==> src/rtl/pss_pkg.sv <==
// Shared types, widths and constants for the point stream smoother.
// Used by the top level and its port checker; depends on nothing else.

package pss_pkg;

   localparam int COORD_W    = 24;
   localparam int ALPHA_W    = 16;
   localparam int MODE_W     = 2;
   localparam int HIST_DEPTH = 4;
   localparam int HIST_IDX_W = $clog2(HIST_DEPTH);
   localparam int HIST_CNT_W = $clog2(HIST_DEPTH + 1);

   localparam int CSR_IDX_W  = 1;
   localparam int CSR_DATA_W = ALPHA_W;

   localparam logic [CSR_IDX_W-1:0] CSR_MODE  = 1'd0;
   localparam logic [CSR_IDX_W-1:0] CSR_ALPHA = 1'd1;

   localparam logic [MODE_W-1:0] MODE_CUBIC = 2'd0;
   localparam logic [MODE_W-1:0] MODE_FCAST = 2'd1;
   localparam logic [MODE_W-1:0] MODE_AVG   = 2'd2;

   localparam logic [ALPHA_W-1:0] ALPHA_RESET = 16'h8000;

   localparam int OPND_W  = COORD_W + 1;
   localparam int COEF_W  = ALPHA_W + 1;
   localparam int PROD_W  = OPND_W + COEF_W;
   localparam int NUM_W   = COORD_W + ALPHA_W;
   localparam int QUO_W   = COORD_W + 1;
   localparam int DIVR_W  = ALPHA_W + 1;
   localparam int DCNT_W  = $clog2(QUO_W);
   localparam int SUM_W   = COORD_W + 2;
   localparam int TOT_W   = SUM_W + 1;

   localparam int CUBIC_NEW = 69;
   localparam int CUBIC_DIV = 70;

   // halved cubic sum magnitude stays below 2^RCP_IN_W; divide it by half the divisor
   localparam int CUBIC_HALF = CUBIC_DIV / 2;
   localparam int RCP_IN_W   = COORD_W + 5;
   localparam int RCP_SHIFT  = RCP_IN_W + $clog2(CUBIC_HALF);
   localparam int RCP_M_W    = RCP_IN_W + 1;
   localparam logic [RCP_M_W-1:0] RCP_MAGIC =
      RCP_M_W'(((longint'(1) << RCP_SHIFT) + CUBIC_HALF - 1) / CUBIC_HALF);

   localparam int MUL_A_W = RCP_IN_W + 1;
   localparam int MUL_B_W = RCP_M_W + 1;
   localparam int MUL_P_W = MUL_A_W + MUL_B_W;

   localparam logic [DIVR_W-1:0] ALPHA_ONE = DIVR_W'(1) << ALPHA_W;

   localparam logic signed [COORD_W-1:0] COORD_MAX = {1'b0, {(COORD_W-1){1'b1}}};
   localparam logic signed [COORD_W-1:0] COORD_MIN = {1'b1, {(COORD_W-1){1'b0}}};

   typedef struct packed {
      logic signed [COORD_W-1:0] x_in;
      logic signed [COORD_W-1:0] y_in;
   } req_word_type;

   typedef struct packed {
      logic signed [COORD_W-1:0] x_out;
      logic signed [COORD_W-1:0] y_out;
      logic                      passed_through;
   } rsp_word_type;

   // weights of the stored taps, newest first
   function automatic logic signed [COEF_W-1:0] cubic_coef(input logic [HIST_IDX_W-1:0] idx);
      logic signed [COEF_W-1:0] c;
      case (idx)
         2'd0: c = COEF_W'(4);
         2'd1: c = COEF_W'(-6);
         2'd2: c = COEF_W'(4);
         2'd3: c = COEF_W'(-1);
      endcase
      return c;
   endfunction

endpackage

==> src/rtl/point_stream_smoother.sv <==
// Point stream smoother top level: history, shared multiplier, restoring divider, sequencer.
// Depends on pss_pkg.
//
// Channel  Dir  Handshake              Word
// req      in   req_valid / req_stall  req_word_type: x_in, y_in
// rsp      out  rsp_valid / rsp_stall  rsp_word_type: x_out, y_out, passed_through
// csr      in   csr_wr_en              csr_index, csr_wr_data
//
// Pass-through, average and unused mode: the result is formed as the word is taken, then sent from the done state.
// Forecast mode: eight exponential steps, each through the subtract, multiply and add states on
// the shared multiplier, then a restoring divide of COORD_W + 1 quotient bits.
// Cubic mode: a five-term multiply-accumulate and a reciprocal multiply per axis.
// One word at a time; a finished word waits in the output register while the next is taken.
// Reset is synchronous; history count clears, history entries stay unknown until written.

module point_stream_smoother
   import pss_pkg::*;
(
   input  logic                  clock,
   input  logic                  reset,
   input  logic                  req_valid,
   output logic                  req_stall,
   input  req_word_type          req_data,
   output logic                  rsp_valid,
   input  logic                  rsp_stall,
   output rsp_word_type          rsp_data,
   input  logic                  csr_wr_en,
   input  logic [CSR_IDX_W-1:0]  csr_index,
   input  logic [CSR_DATA_W-1:0] csr_wr_data
);

   localparam int ST_W = 4;
   localparam logic [ST_W-1:0] ST_IDLE     = 4'd0;
   localparam logic [ST_W-1:0] ST_MAC_MUL  = 4'd1;
   localparam logic [ST_W-1:0] ST_MAC_ADD  = 4'd2;
   localparam logic [ST_W-1:0] ST_EMA_SUB  = 4'd3;
   localparam logic [ST_W-1:0] ST_EMA_MUL  = 4'd4;
   localparam logic [ST_W-1:0] ST_EMA_ADD  = 4'd5;
   localparam logic [ST_W-1:0] ST_FC_SUB   = 4'd6;
   localparam logic [ST_W-1:0] ST_FC_MUL   = 4'd7;
   localparam logic [ST_W-1:0] ST_DIV_LOAD = 4'd8;
   localparam logic [ST_W-1:0] ST_DIV_STEP = 4'd9;
   localparam logic [ST_W-1:0] ST_DIV_END  = 4'd10;
   localparam logic [ST_W-1:0] ST_DONE     = 4'd11;
   localparam logic [ST_W-1:0] ST_RCP_MUL  = 4'd12;

   logic [ST_W-1:0]           state_ff, state_in;
   logic [MODE_W-1:0]         mode_ff, mode_in;
   logic [ALPHA_W-1:0]        alpha_ff, alpha_in;
   logic [HIST_CNT_W-1:0]     hcnt_ff, hcnt_in;
   logic                      rsp_valid_ff, rsp_valid_in;

   logic signed [COORD_W-1:0] hx_ff [HIST_DEPTH];
   logic signed [COORD_W-1:0] hx_in [HIST_DEPTH];
   logic signed [COORD_W-1:0] hy_ff [HIST_DEPTH];
   logic signed [COORD_W-1:0] hy_in [HIST_DEPTH];
   logic signed [COORD_W-1:0] nx_ff, nx_in, ny_ff, ny_in;
   logic [HIST_CNT_W-1:0]     step_ff, step_in;
   logic                      s2_sel_ff, s2_sel_in;
   logic                      coord_y_ff, coord_y_in;
   logic signed [OPND_W-1:0]  opnd_ff, opnd_in;
   logic signed [PROD_W-1:0]  prod_ff, prod_in;
   logic signed [PROD_W-1:0]  acc_ff, acc_in;
   logic signed [COORD_W-1:0] s1_ff, s1_in, s2_ff, s2_in;
   logic signed [SUM_W-1:0]   addend_ff, addend_in;
   logic [DIVR_W-1:0]         divr_ff, divr_in;
   logic [DIVR_W-1:0]         rem_ff, rem_in;
   logic [QUO_W-1:0]          quo_ff, quo_in;
   logic [RCP_IN_W-1:0]       rmag_ff, rmag_in;
   logic                      neg_ff, neg_in;
   logic                      ovf_ff, ovf_in;
   logic [DCNT_W-1:0]         dcnt_ff, dcnt_in;
   logic signed [COORD_W-1:0] res_x_ff, res_x_in, res_y_ff, res_y_in;
   logic                      res_pass_ff, res_pass_in;
   rsp_word_type              rsp_data_ff, rsp_data_in;

   logic [HIST_IDX_W-1:0]     rd_idx;
   logic signed [COORD_W-1:0] tap_x, tap_y, tap_c, new_c;
   logic                      term_new;
   logic                      hist_full;
   logic signed [OPND_W-1:0]  mac_opnd;
   logic signed [MUL_A_W-1:0] mul_a;
   logic signed [MUL_B_W-1:0] mul_b;
   logic signed [MUL_P_W-1:0] mul_p;
   logic                      sub_first;
   logic signed [COORD_W-1:0] sub_a, sub_b;
   logic signed [OPND_W-1:0]  sub_d;
   logic signed [COORD_W-1:0] ema_base, ema_next;
   logic signed [PROD_W-1:0]  num_sel;
   logic                      num_neg;
   logic [PROD_W-1:0]         num_mag;
   logic [NUM_W-1:0]          num_low;
   logic [NUM_W-QUO_W-1:0]    num_top;
   logic [DIVR_W-1:0]         divr_sel;
   logic [DIVR_W:0]           trial, trial_diff;
   logic                      trial_ge;
   logic signed [SUM_W-1:0]   q_signed;
   logic signed [TOT_W-1:0]   tot;
   logic signed [COORD_W-1:0] sat_val;
   logic signed [OPND_W-1:0]  avg_x_sum, avg_y_sum;

   assign rd_idx    = step_ff[HIST_IDX_W-1:0];
   assign tap_x     = hx_ff[rd_idx];
   assign tap_y     = hy_ff[rd_idx];
   assign tap_c     = coord_y_ff ? tap_y : tap_x;
   assign new_c     = coord_y_ff ? ny_ff : nx_ff;
   assign term_new  = (step_ff == HIST_CNT_W'(HIST_DEPTH));
   assign hist_full = (hcnt_ff == HIST_CNT_W'(HIST_DEPTH));

   // shared multiplier
   assign mac_opnd = term_new ? OPND_W'(new_c) : OPND_W'(tap_c);
   assign mul_a    = (state_ff == ST_MAC_MUL) ? MUL_A_W'(mac_opnd)
                   : (state_ff == ST_RCP_MUL) ? $signed({1'b0, rmag_ff})
                                              : MUL_A_W'(opnd_ff);
   assign mul_b    = (state_ff == ST_MAC_MUL)
                     ? MUL_B_W'(term_new ? COEF_W'(CUBIC_NEW) : cubic_coef(rd_idx))
                   : (state_ff == ST_RCP_MUL) ? $signed({1'b0, RCP_MAGIC})
                                              : MUL_B_W'($signed({1'b0, alpha_ff}));
   assign mul_p    = mul_a * mul_b;

   // shared subtractor
   assign sub_first = (state_ff == ST_EMA_SUB) && !s2_sel_ff;
   assign sub_a     = sub_first ? tap_y : s1_ff;
   assign sub_b     = sub_first ? s1_ff : s2_ff;
   assign sub_d     = OPND_W'(sub_a) - OPND_W'(sub_b);

   assign ema_base  = s2_sel_ff ? s2_ff : s1_ff;
   assign ema_next  = COORD_W'(SUM_W'(ema_base) + SUM_W'(prod_ff >>> ALPHA_W));

   // divider operand preparation
   assign num_sel   = (mode_ff == MODE_CUBIC) ? acc_ff : prod_ff;
   assign num_neg   = num_sel[PROD_W-1];
   assign num_mag   = num_neg ? -num_sel : num_sel;
   assign num_low   = num_mag[NUM_W-1:0];
   assign num_top   = num_low[NUM_W-1:QUO_W];
   assign divr_sel  = ALPHA_ONE - DIVR_W'(alpha_ff);

   // one restoring step
   assign trial      = {rem_ff, quo_ff[QUO_W-1]};
   assign trial_ge   = trial >= {1'b0, divr_ff};
   assign trial_diff = trial - {1'b0, divr_ff};

   assign q_signed = neg_ff ? -$signed({1'b0, quo_ff}) : $signed({1'b0, quo_ff});
   assign tot      = TOT_W'(addend_ff) + TOT_W'(q_signed);

   always_comb begin
      if (ovf_ff) begin
         sat_val = neg_ff ? COORD_MIN : COORD_MAX;
      end else if (tot > TOT_W'(COORD_MAX)) begin
         sat_val = COORD_MAX;
      end else if (tot < TOT_W'(COORD_MIN)) begin
         sat_val = COORD_MIN;
      end else begin
         sat_val = tot[COORD_W-1:0];
      end
   end

   assign avg_x_sum = OPND_W'(hx_ff[0]) + OPND_W'(req_data.x_in);
   assign avg_y_sum = OPND_W'(hy_ff[0]) + OPND_W'(req_data.y_in);

   always_comb begin
      state_in     = state_ff;
      mode_in      = mode_ff;
      alpha_in     = alpha_ff;
      hcnt_in      = hcnt_ff;
      rsp_valid_in = rsp_valid_ff;
      hx_in        = hx_ff;
      hy_in        = hy_ff;
      nx_in        = nx_ff;
      ny_in        = ny_ff;
      step_in      = step_ff;
      s2_sel_in    = s2_sel_ff;
      coord_y_in   = coord_y_ff;
      opnd_in      = opnd_ff;
      prod_in      = prod_ff;
      acc_in       = acc_ff;
      s1_in        = s1_ff;
      s2_in        = s2_ff;
      addend_in    = addend_ff;
      divr_in      = divr_ff;
      rem_in       = rem_ff;
      quo_in       = quo_ff;
      rmag_in      = rmag_ff;
      neg_in       = neg_ff;
      ovf_in       = ovf_ff;
      dcnt_in      = dcnt_ff;
      res_x_in     = res_x_ff;
      res_y_in     = res_y_ff;
      res_pass_in  = res_pass_ff;
      rsp_data_in  = rsp_data_ff;

      if (csr_wr_en) begin
         unique case (csr_index)
            CSR_MODE:  mode_in  = csr_wr_data[MODE_W-1:0];
            CSR_ALPHA: alpha_in = csr_wr_data[ALPHA_W-1:0];
         endcase
      end

      if (rsp_valid_ff && !rsp_stall) begin
         rsp_valid_in = 1'b0;
      end

      unique case (state_ff)
         ST_IDLE: begin
            if (req_valid) begin
               nx_in       = req_data.x_in;
               ny_in       = req_data.y_in;
               res_x_in    = req_data.x_in;
               res_y_in    = req_data.y_in;
               res_pass_in = 1'b0;
               step_in     = '0;
               s2_sel_in   = 1'b0;
               coord_y_in  = 1'b0;
               acc_in      = '0;
               addend_in   = '0;
               s1_in       = hy_ff[HIST_DEPTH-1];
               s2_in       = hy_ff[HIST_DEPTH-1];
               state_in    = ST_DONE;
               unique case (mode_ff)
                  MODE_CUBIC: begin
                     if (hist_full) begin
                        state_in = ST_MAC_MUL;
                     end else begin
                        res_pass_in = 1'b1;
                     end
                  end
                  MODE_FCAST: begin
                     if (hist_full) begin
                        step_in  = HIST_CNT_W'(HIST_DEPTH - 1);
                        state_in = ST_EMA_SUB;
                     end else begin
                        res_pass_in = 1'b1;
                     end
                  end
                  MODE_AVG: begin
                     if (hcnt_ff != '0) begin
                        res_x_in = avg_x_sum[COORD_W:1];
                        res_y_in = avg_y_sum[COORD_W:1];
                     end else begin
                        res_pass_in = 1'b1;
                     end
                  end
                  default: ;
               endcase
            end
         end
         ST_MAC_MUL: begin
            prod_in  = PROD_W'(mul_p);
            state_in = ST_MAC_ADD;
         end
         ST_MAC_ADD: begin
            acc_in = acc_ff + prod_ff;
            if (term_new) begin
               state_in = ST_DIV_LOAD;
            end else begin
               step_in  = step_ff + 1'b1;
               state_in = ST_MAC_MUL;
            end
         end
         ST_EMA_SUB: begin
            opnd_in  = sub_d;
            state_in = ST_EMA_MUL;
         end
         ST_EMA_MUL: begin
            prod_in  = PROD_W'(mul_p);
            state_in = ST_EMA_ADD;
         end
         ST_EMA_ADD: begin
            if (!s2_sel_ff) begin
               s1_in     = ema_next;
               s2_sel_in = 1'b1;
               state_in  = ST_EMA_SUB;
            end else begin
               s2_in     = ema_next;
               s2_sel_in = 1'b0;
               if (step_ff == '0) begin
                  state_in = ST_FC_SUB;
               end else begin
                  step_in  = step_ff - 1'b1;
                  state_in = ST_EMA_SUB;
               end
            end
         end
         ST_FC_SUB: begin
            opnd_in   = sub_d;
            addend_in = SUM_W'(s1_ff) + SUM_W'(s1_ff) - SUM_W'(s2_ff);
            state_in  = ST_FC_MUL;
         end
         ST_FC_MUL: begin
            prod_in  = PROD_W'(mul_p);
            state_in = ST_DIV_LOAD;
         end
         ST_DIV_LOAD: begin
            neg_in = num_neg;
            if (mode_ff == MODE_CUBIC) begin
               rmag_in  = num_mag[RCP_IN_W:1];
               ovf_in   = 1'b0;
               state_in = ST_RCP_MUL;
            end else begin
               divr_in  = divr_sel;
               rem_in   = DIVR_W'(num_top);
               quo_in   = num_low[QUO_W-1:0];
               ovf_in   = DIVR_W'(num_top) >= divr_sel;
               dcnt_in  = DCNT_W'(QUO_W - 1);
               state_in = ST_DIV_STEP;
            end
         end
         ST_RCP_MUL: begin
            quo_in   = mul_p[RCP_SHIFT +: QUO_W];
            state_in = ST_DIV_END;
         end
         ST_DIV_STEP: begin
            rem_in = trial_ge ? trial_diff[DIVR_W-1:0] : trial[DIVR_W-1:0];
            quo_in = {quo_ff[QUO_W-2:0], trial_ge};
            if (dcnt_ff == '0) begin
               state_in = ST_DIV_END;
            end else begin
               dcnt_in = dcnt_ff - 1'b1;
            end
         end
         ST_DIV_END: begin
            if (mode_ff == MODE_CUBIC && !coord_y_ff) begin
               res_x_in   = sat_val;
               coord_y_in = 1'b1;
               step_in    = '0;
               acc_in     = '0;
               state_in   = ST_MAC_MUL;
            end else begin
               res_y_in = sat_val;
               state_in = ST_DONE;
            end
         end
         ST_DONE: begin
            if (!rsp_valid_ff || !rsp_stall) begin
               rsp_valid_in = 1'b1;
               rsp_data_in  = '{x_out: res_x_ff, y_out: res_y_ff,
                                passed_through: res_pass_ff};
               for (int i = HIST_DEPTH - 1; i > 0; i--) begin
                  hx_in[i] = hx_ff[i-1];
                  hy_in[i] = hy_ff[i-1];
               end
               hx_in[0] = nx_ff;
               hy_in[0] = ny_ff;
               if (!hist_full) begin
                  hcnt_in = hcnt_ff + 1'b1;
               end
               state_in = ST_IDLE;
            end
         end
         default: state_in = ST_IDLE;
      endcase
   end

   always_ff @(posedge clock) begin
      if (reset) begin
         state_ff     <= ST_IDLE;
         mode_ff      <= MODE_CUBIC;
         alpha_ff     <= ALPHA_RESET;
         hcnt_ff      <= '0;
         rsp_valid_ff <= 1'b0;
      end else begin
         state_ff     <= state_in;
         mode_ff      <= mode_in;
         alpha_ff     <= alpha_in;
         hcnt_ff      <= hcnt_in;
         rsp_valid_ff <= rsp_valid_in;
      end
   end

   always_ff @(posedge clock) begin
      hx_ff       <= hx_in;
      hy_ff       <= hy_in;
      nx_ff       <= nx_in;
      ny_ff       <= ny_in;
      step_ff     <= step_in;
      s2_sel_ff   <= s2_sel_in;
      coord_y_ff  <= coord_y_in;
      opnd_ff     <= opnd_in;
      prod_ff     <= prod_in;
      acc_ff      <= acc_in;
      s1_ff       <= s1_in;
      s2_ff       <= s2_in;
      addend_ff   <= addend_in;
      divr_ff     <= divr_in;
      rem_ff      <= rem_in;
      quo_ff      <= quo_in;
      rmag_ff     <= rmag_in;
      neg_ff      <= neg_in;
      ovf_ff      <= ovf_in;
      dcnt_ff     <= dcnt_in;
      res_x_ff    <= res_x_in;
      res_y_ff    <= res_y_in;
      res_pass_ff <= res_pass_in;
      rsp_data_ff <= rsp_data_in;
   end

   assign req_stall = (state_ff != ST_IDLE);
   assign rsp_valid = rsp_valid_ff;
   assign rsp_data  = rsp_data_ff;

endmodule

==> config.mk <==
export PLATFORM = sky130hd
export DESIGN_NAME = point_stream_smoother
export DESIGN_NICKNAME = d
export VERILOG_FILES = /design/src/rtl/pss_pkg.sv /design/src/rtl/point_stream_smoother.sv
export SDC_FILE = /design/constraint.sdc
export NUM_CORES = 2
export LEC_CHECK = 0
export ABC_AREA = 1
export BUFFER_PORTS_ARGS = -buffer_cell sky130_fd_sc_hd__clkbuf_2
export CORE_ASPECT_RATIO = 1.1
export CORE_MARGIN = 2
export CORE_UTILIZATION = 43
export CTS_CLUSTER_DIAMETER = 80
export CTS_CLUSTER_SIZE = 24
export DETAILED_ROUTE_END_ITERATION = 10
export GPL_TIMING_DRIVEN = 0
export HOLD_SLACK_MARGIN = 0.05
export PLACE_DENSITY = 0.66
export SLEW_MARGIN = 20
export SYNTH_ARGS = -nofsm -noshare
export SYNTH_HDL_FRONTEND = slang
export SYNTH_SLANG_ARGS = --single-unit
==> constraint.sdc <==
create_clock -name clock -period 34.9 [get_ports clock]
set_input_delay 1.745 -clock clock [delete_from_list [all_inputs] [get_ports clock]]
set_output_delay 1.745 -clock clock [all_outputs]
set_load 0.02 [all_outputs]
Word-level counts from Yosys, hierarchy flattened
Cells that the tools add are included.
{"block": "word_totals", "ram_bits": 0, "inputBits": 70, "mem_bits_ro": 0, "elab_cells": 222, "n_memories": 0, "out_inout_bits": 51, "register_bits": 647, "latch_bits": 0}
{"block": "op_classes", "n_eq_ne": 30, "mul": 1, "mux": 84, "n_div": 0, "bitwise": 4, "addsub": 16, "magnitude_cmp": 5, "reduce_logical": 45, "n_shift": 0}
{"operator": "24-bit two-way mux", "count": 24}
{"operator": "24-bit case mux with 2 select lines", "count": 4}
{"operator": "42-bit two-way mux", "count": 3}
{"operator": "42-bit case mux with 3 select lines", "count": 1}
{"operator": "24-bit binary-select mux with 2-bit select", "count": 2}
{"operator": "30-bit two-way mux", "count": 3}
{"operator": "24-bit by 24-bit adder with 25-bit output", "count": 3}
{"operator": "25-bit case mux with 3 select lines", "count": 1}
{"operator": "31-bit two-way mux", "count": 2}
{"operator": "30-bit by 31-bit multiplier with 60-bit output", "count": 1}
{"operator": "26-bit two-way mux", "count": 2}
{"operator": "26-bit case mux with 2 select lines", "count": 1}
{"operator": "4-bit case mux with 13 select lines", "count": 1}
{"operator": "17-bit case mux with 3 select lines", "count": 1}
{"operator": "25-bit two-way mux", "count": 2}
{"operator": "42-bit adder", "count": 1}
{"operator": "40-bit two-way mux", "count": 1}
{"operator": "40-bit negation", "count": 1}
{"operator": "17-bit two-way mux", "count": 2}
{"operator": "17-bit case mux with 2 select lines", "count": 1}
{"operator": "4-bit two-way mux", "count": 7}
{"operator": "26-bit by 26-bit adder with 27-bit output", "count": 1}
{"operator": "27-bit by 24-bit greater-than comparator with 1-bit output (second input constant)", "count": 1}
{"operator": "27-bit by 24-bit less-than comparator with 1-bit output (second input constant)", "count": 1}
{"operator": "45 further kinds", "count": 118}

Depth between registers and ports, before layout
{"block": "depth", "word_depth": 9, "ltp_mapped": 45, "mapped_depth_nobuf": 42}

Least setup slack after synthesis
OpenSTA, ideal clock, no wires.
{"block": "synth_path", "path_kind": "input to register", "startpoint": "input port rsp_stall", "endpoint": "register hcnt_ff[0]", "setup_time_ns": 0.144, "arrival_ns": 13.564, "required_time_ns": 34.756, "cell_stages": 6, "setup_slack_ns": 21.192, "n_path_buf": 0, "path_cell_list": "nand2_1 inv_1 nor2_1 nand2_1 o21ai_0 a21oi_1"}
{"block": "synth_via", "elab_chain_cells": 3}
{"item": "start, declared", "line_no": "point_stream_smoother.sv:25", "text": "input logic rsp_stall,"}
{"item": "1-bit logical NOT", "line_no": "point_stream_smoother.sv:334", "text": "if (!rsp_valid_ff || !rsp_stall) begin"}
{"item": "1-bit logical OR", "line_no": "point_stream_smoother.sv:334"}
{"item": "3-bit AND reduction (no line)"}
{"item": "end signal, assigned", "line_no": "point_stream_smoother.sv:365", "text": "hcnt_ff <= hcnt_in;"}
{"item": "end, declared", "line_no": "point_stream_smoother.sv:50", "text": "logic [HIST_CNT_W-1:0] hcnt_ff, hcnt_in;"}
Every way passes these cells.
A chain may end at the register's enable or synchronous reset.

Final worst setup path
{"block": "layout_path", "startpoint": "register step_ff[0]", "endpoint": "register quo_ff[5] (data pin)"}
{"block": "layout_via", "elab_chain_cells": 9, "elab_cells_between_ends": 21, "cone_classes": "mul (1); eq/ne (4); mux (13); bitwise (1); reduce/logical (2)"}
{"item": "start, declared", "line_no": "point_stream_smoother.sv:58", "text": "logic [HIST_CNT_W-1:0] step_ff, step_in;"}
{"item": "start signal, assigned", "line_no": "point_stream_smoother.sv:375", "text": "step_ff <= step_in;"}
{"item": "2-bit NOT with 3-bit output (implied by the code)", "line_no": "point_stream_smoother.sv:103, point_stream_smoother.sv:104"}
{"item": "24-bit binary-select mux with 2-bit select (on tied branches)", "line_no": "point_stream_smoother.sv:103, point_stream_smoother.sv:104"}
{"item": "24-bit two-way mux (on tied branches) (2 in a row)", "line_no": "point_stream_smoother.sv:103, point_stream_smoother.sv:104"}
{"item": "24-bit two-way mux", "line_no": "point_stream_smoother.sv:105", "text": "assign tap_c = coord_y_ff ? tap_y : tap_x;"}
{"item": "25-bit two-way mux", "line_no": "point_stream_smoother.sv:111", "text": "assign mac_opnd = term_new ? OPND_W'(new_c) : OPND_W'(tap_c);"}
{"item": "30-bit two-way mux", "line_no": "point_stream_smoother.sv:112", "text": "assign mul_a = (state_ff == ST_MAC_MUL) ? MUL_A_W'(mac_opnd)"}
{"item": "30-bit by 31-bit multiplier with 60-bit output *", "line_no": "point_stream_smoother.sv:119", "text": "assign mul_p = mul_a * mul_b;"}
{"item": "via mul_p[40]", "line_no": "point_stream_smoother.sv:84", "text": "logic signed [MUL_P_W-1:0] mul_p;"}
{"item": "25-bit case mux with 3 select lines *", "line_no": "point_stream_smoother.sv:203", "text": "unique case (state_ff)"}
{"item": "via quo_in[5]", "line_no": "point_stream_smoother.sv:68", "text": "logic [QUO_W-1:0] quo_ff, quo_in;"}
{"item": "end signal, assigned", "line_no": "point_stream_smoother.sv:386", "text": "quo_ff <= quo_in;"}
{"item": "end, declared", "line_no": "point_stream_smoother.sv:68"}
Mark *: on every way through the listed nets, which the timed path passes. The rest lies on a longest branch. The select of a mux whose other input is x is not followed.

==> qor.txt <==
Required @ worst endpoint: 35.26 ns
Fin. Hold Viols: 0
DRT antenna net count: 0
die width: 388 µm
CTS tree: done
total CTS buffers: 39
Final setup viols: 0
final HPWL from detailed placement: 219 mm
Hold Buf Count CTS: 0
Post-synth EDFFs: 621
Placer Congestion: 1.04
Worst Setup Path Type: reg -> reg
diode count: 0
Setup TNS: 0 ns
CP endpoint kind: flop
top cells by area, synth: edfxtp_1 (27%), fa_1 (26%), inv_1 (8.5%), nand2_1 (8.0%), ha_1 (7.1%)
Cell Area, Synth: 69,800 µm²
Slew headroom: 16.7%
clk sink count: 647
Clk pin slew, worst setup/hold paths: 0.10 ns
fin crit period: 11.95 ns
Synth top area share: 26.7%
fin crit share: 34.2%
clk_lat worst skew: 0.64 ns
CTS resizes: 0
Chip Height: 427 µm
setup slack after layout: 22.95 ns
Placement Rows: 155
Core Region: 162,000 µm²
setup bufs post-CTS: 0
clk buf depth: 3
Buf/Inv on CP: 10
# Max-Cap Violations: 0
Post-route DRC: 0
share of cells above drive strength 1: 5.48%
CTS root buffer: clkbuf_16
Yosys reg bits: 647
Synth async-reset ratio: 0%
I/O pin cnt: 121
antenna violations before repair: 7
CP most frequent cell: fa_1
global-route wire length before repair: 370 mm
Worst path max stage delay: 0.89 ns
Mapped Nets: 9,421
number of global-route vias before repair: 57,382
Ys Warns: 0
Max FO, Critical Path: 10
outcome: finished clean
initial cell density of the core: 43.2%
Max Fclk: 0.0837 GHz
routed len/inst: 24.5 µm
largest net degree at the start of global routing: 28
DRT iter0 DRCs: 6,305
DRT Pass-1 Iters: 6
Mapped Avg Cell Area: 8.68 µm²
vias post-DR: 57,784
Vias per Instance: 5.57
startpoint class of the critical path: flop
Pins Over Slew Limit: 0
# port buffers: 120
type of the worst min-delay path: reg -> reg
fin cells: 10,381
Placement Setup Slack: 23.45 ns
Fillers: 15,907
H-tree levels: 2
family with the most delay on the worst path: adder cells
Worst Skew: 0.0342 ns
area grow syn2layout: 7.50%
nets@finish: 9,612
Yosys cell types: 73
GRT Resource Usage Total: 30.5%
worst slew pin tran: 1.24 ns
DIE AREA: 166,000 µm²
sequential share of the synthesized area: 27.5%
ys flop type: edfxtp_1
final design utilization: 46.4%
unrepaired setup endpoints after global routing: false
Synth area leader: edfxtp_1
CP max stage cell: o21ai_0
Cells after Synth: 8,048
Arrival @ worst endpoint: 12.30 ns
routed wire length: 254 mm
placed cell count: 10,317
gr ovfl total: 0
-- layer usage --
| metal | global-route usage, % | part of all wire [%] |
|---|---|---|
| met5 | 0 | 0.024 |
| met4 | 17.2 | 7.0 |
| met3 | 5.60 | 9.3 |
| met2 | 48.0 | 45 |
| met1 | 39.6 | 39 |
-- sequential cells by signal, summed over array words and instances, names as in the netlist, 25 cells and up --
name       cells
rmag_ff       29
hx_ff         96
prod_ff       42
opnd_ff       25
quo_ff        25
rsp_data      49
addend_ff     26
acc_ff        42
hy_ff         96
-- area by class of cell --
cell class,instances,area (µm²),share of cell area (%)
flip-flops and latches,647,19200,25.5
multi-input cells,5592,43800,58.4
clock buffers,42,997,1.33
well taps,2119,2650,3.53
inverters,1617,6070,8.09
clock inverters,22,253,0.337
repair buffers,150,1200,1.60
plain buffers,192,872,1.16
-- worst paths after layout --
path / from / to / slack, ns / cells past startpoint
worst max-delay path: step_ff[0] / quo_ff[5] / 22.95 / 36
worst min-delay path: res_x_ff[17] / rsp_data[42] / 0.42 / 0
worst max register to register: step_ff[0] / quo_ff[5] / 22.95 / 36
worst min register to register: res_x_ff[17] / rsp_data[42] / 0.42 / 0
-- Yosys cell counts, drive strengths merged (74+ instances only) --
cell type,count
inv,1612
nand2,1507
ha,396
fa,907
edfxtp,621
nand3,220
xor2,138
nor2,883
buf,79
o21ai,514
clkbuf,113
xnor2,74
a21oi,460
-- cell usage in the layout, fill, tap and decap left out, types with 16 or more instances in the layout --
cell type / n
inv_1: 1577
nand2_1: 1478
fa_1: 907
nor2_1: 863
edfxtp_1: 621
o21ai_0: 450
a21oi_1: 445
ha_1: 396
nand3_1: 218
xor2_1: 135
clkbuf_2: 120
clkbuf_1: 115
xnor2_1: 74
buf_2: 57
nor3_1: 55
nand4_1: 48
a31oi_1: 48
a22oi_1: 45
o211ai_1: 44
o21ai_1: 42
clkbuf_16: 39
inv_2: 34
a21o_1: 33
o21bai_1: 31
nand2_2: 28
dfxtp_1: 26
or2_2: 25
nor4_1: 25
o21a_1: 22
o21ai_2: 16
-- worst register-to-register path: cells and delay by family, from the launching register on --
| kind | cells | cell delay [ns] |
|---|---|---|
| and+or+nand+nor | 8 | 2.03 |
| AOI/OAI and AO/OA | 8 | 2.57 |
| buffers and inverters | 10 | 1.44 |
| adders and majority gates | 9 | 4.43 |
| xor gates and xnor gates | 1 | 0.71 |
| DFF | 1 | 0.48 |
-- logic make-up after synthesis --
group / after synthesis / synth area share, %
AOI/OAI and AO/OA: 1262 / 10.3
xor gates and xnor gates: 212 / 2.69
adders and majority gates: 1303 / 33.1
buffers and inverters: 1809 / 9.95
DFF: 647 / 27.5
muxes: 6 / 0.122
and+or+nand+nor: 2809 / 16.4
-- through the flow --
stage / area [µm²] / hold WS [ns]
6_report: 75100 / 0.419
5_1_grt: 75100 / 0.433
4_1_cts: 75000 / 0.418
3_5_place_dp: 73800 / 0.405
3_3_place_gp: 73100 / 0.403
2_1_floorplan: 69800 / 0.400
Power is not shown: default switching activity piles up to over one toggle a cycle in this logic, so the estimate is an artifact.
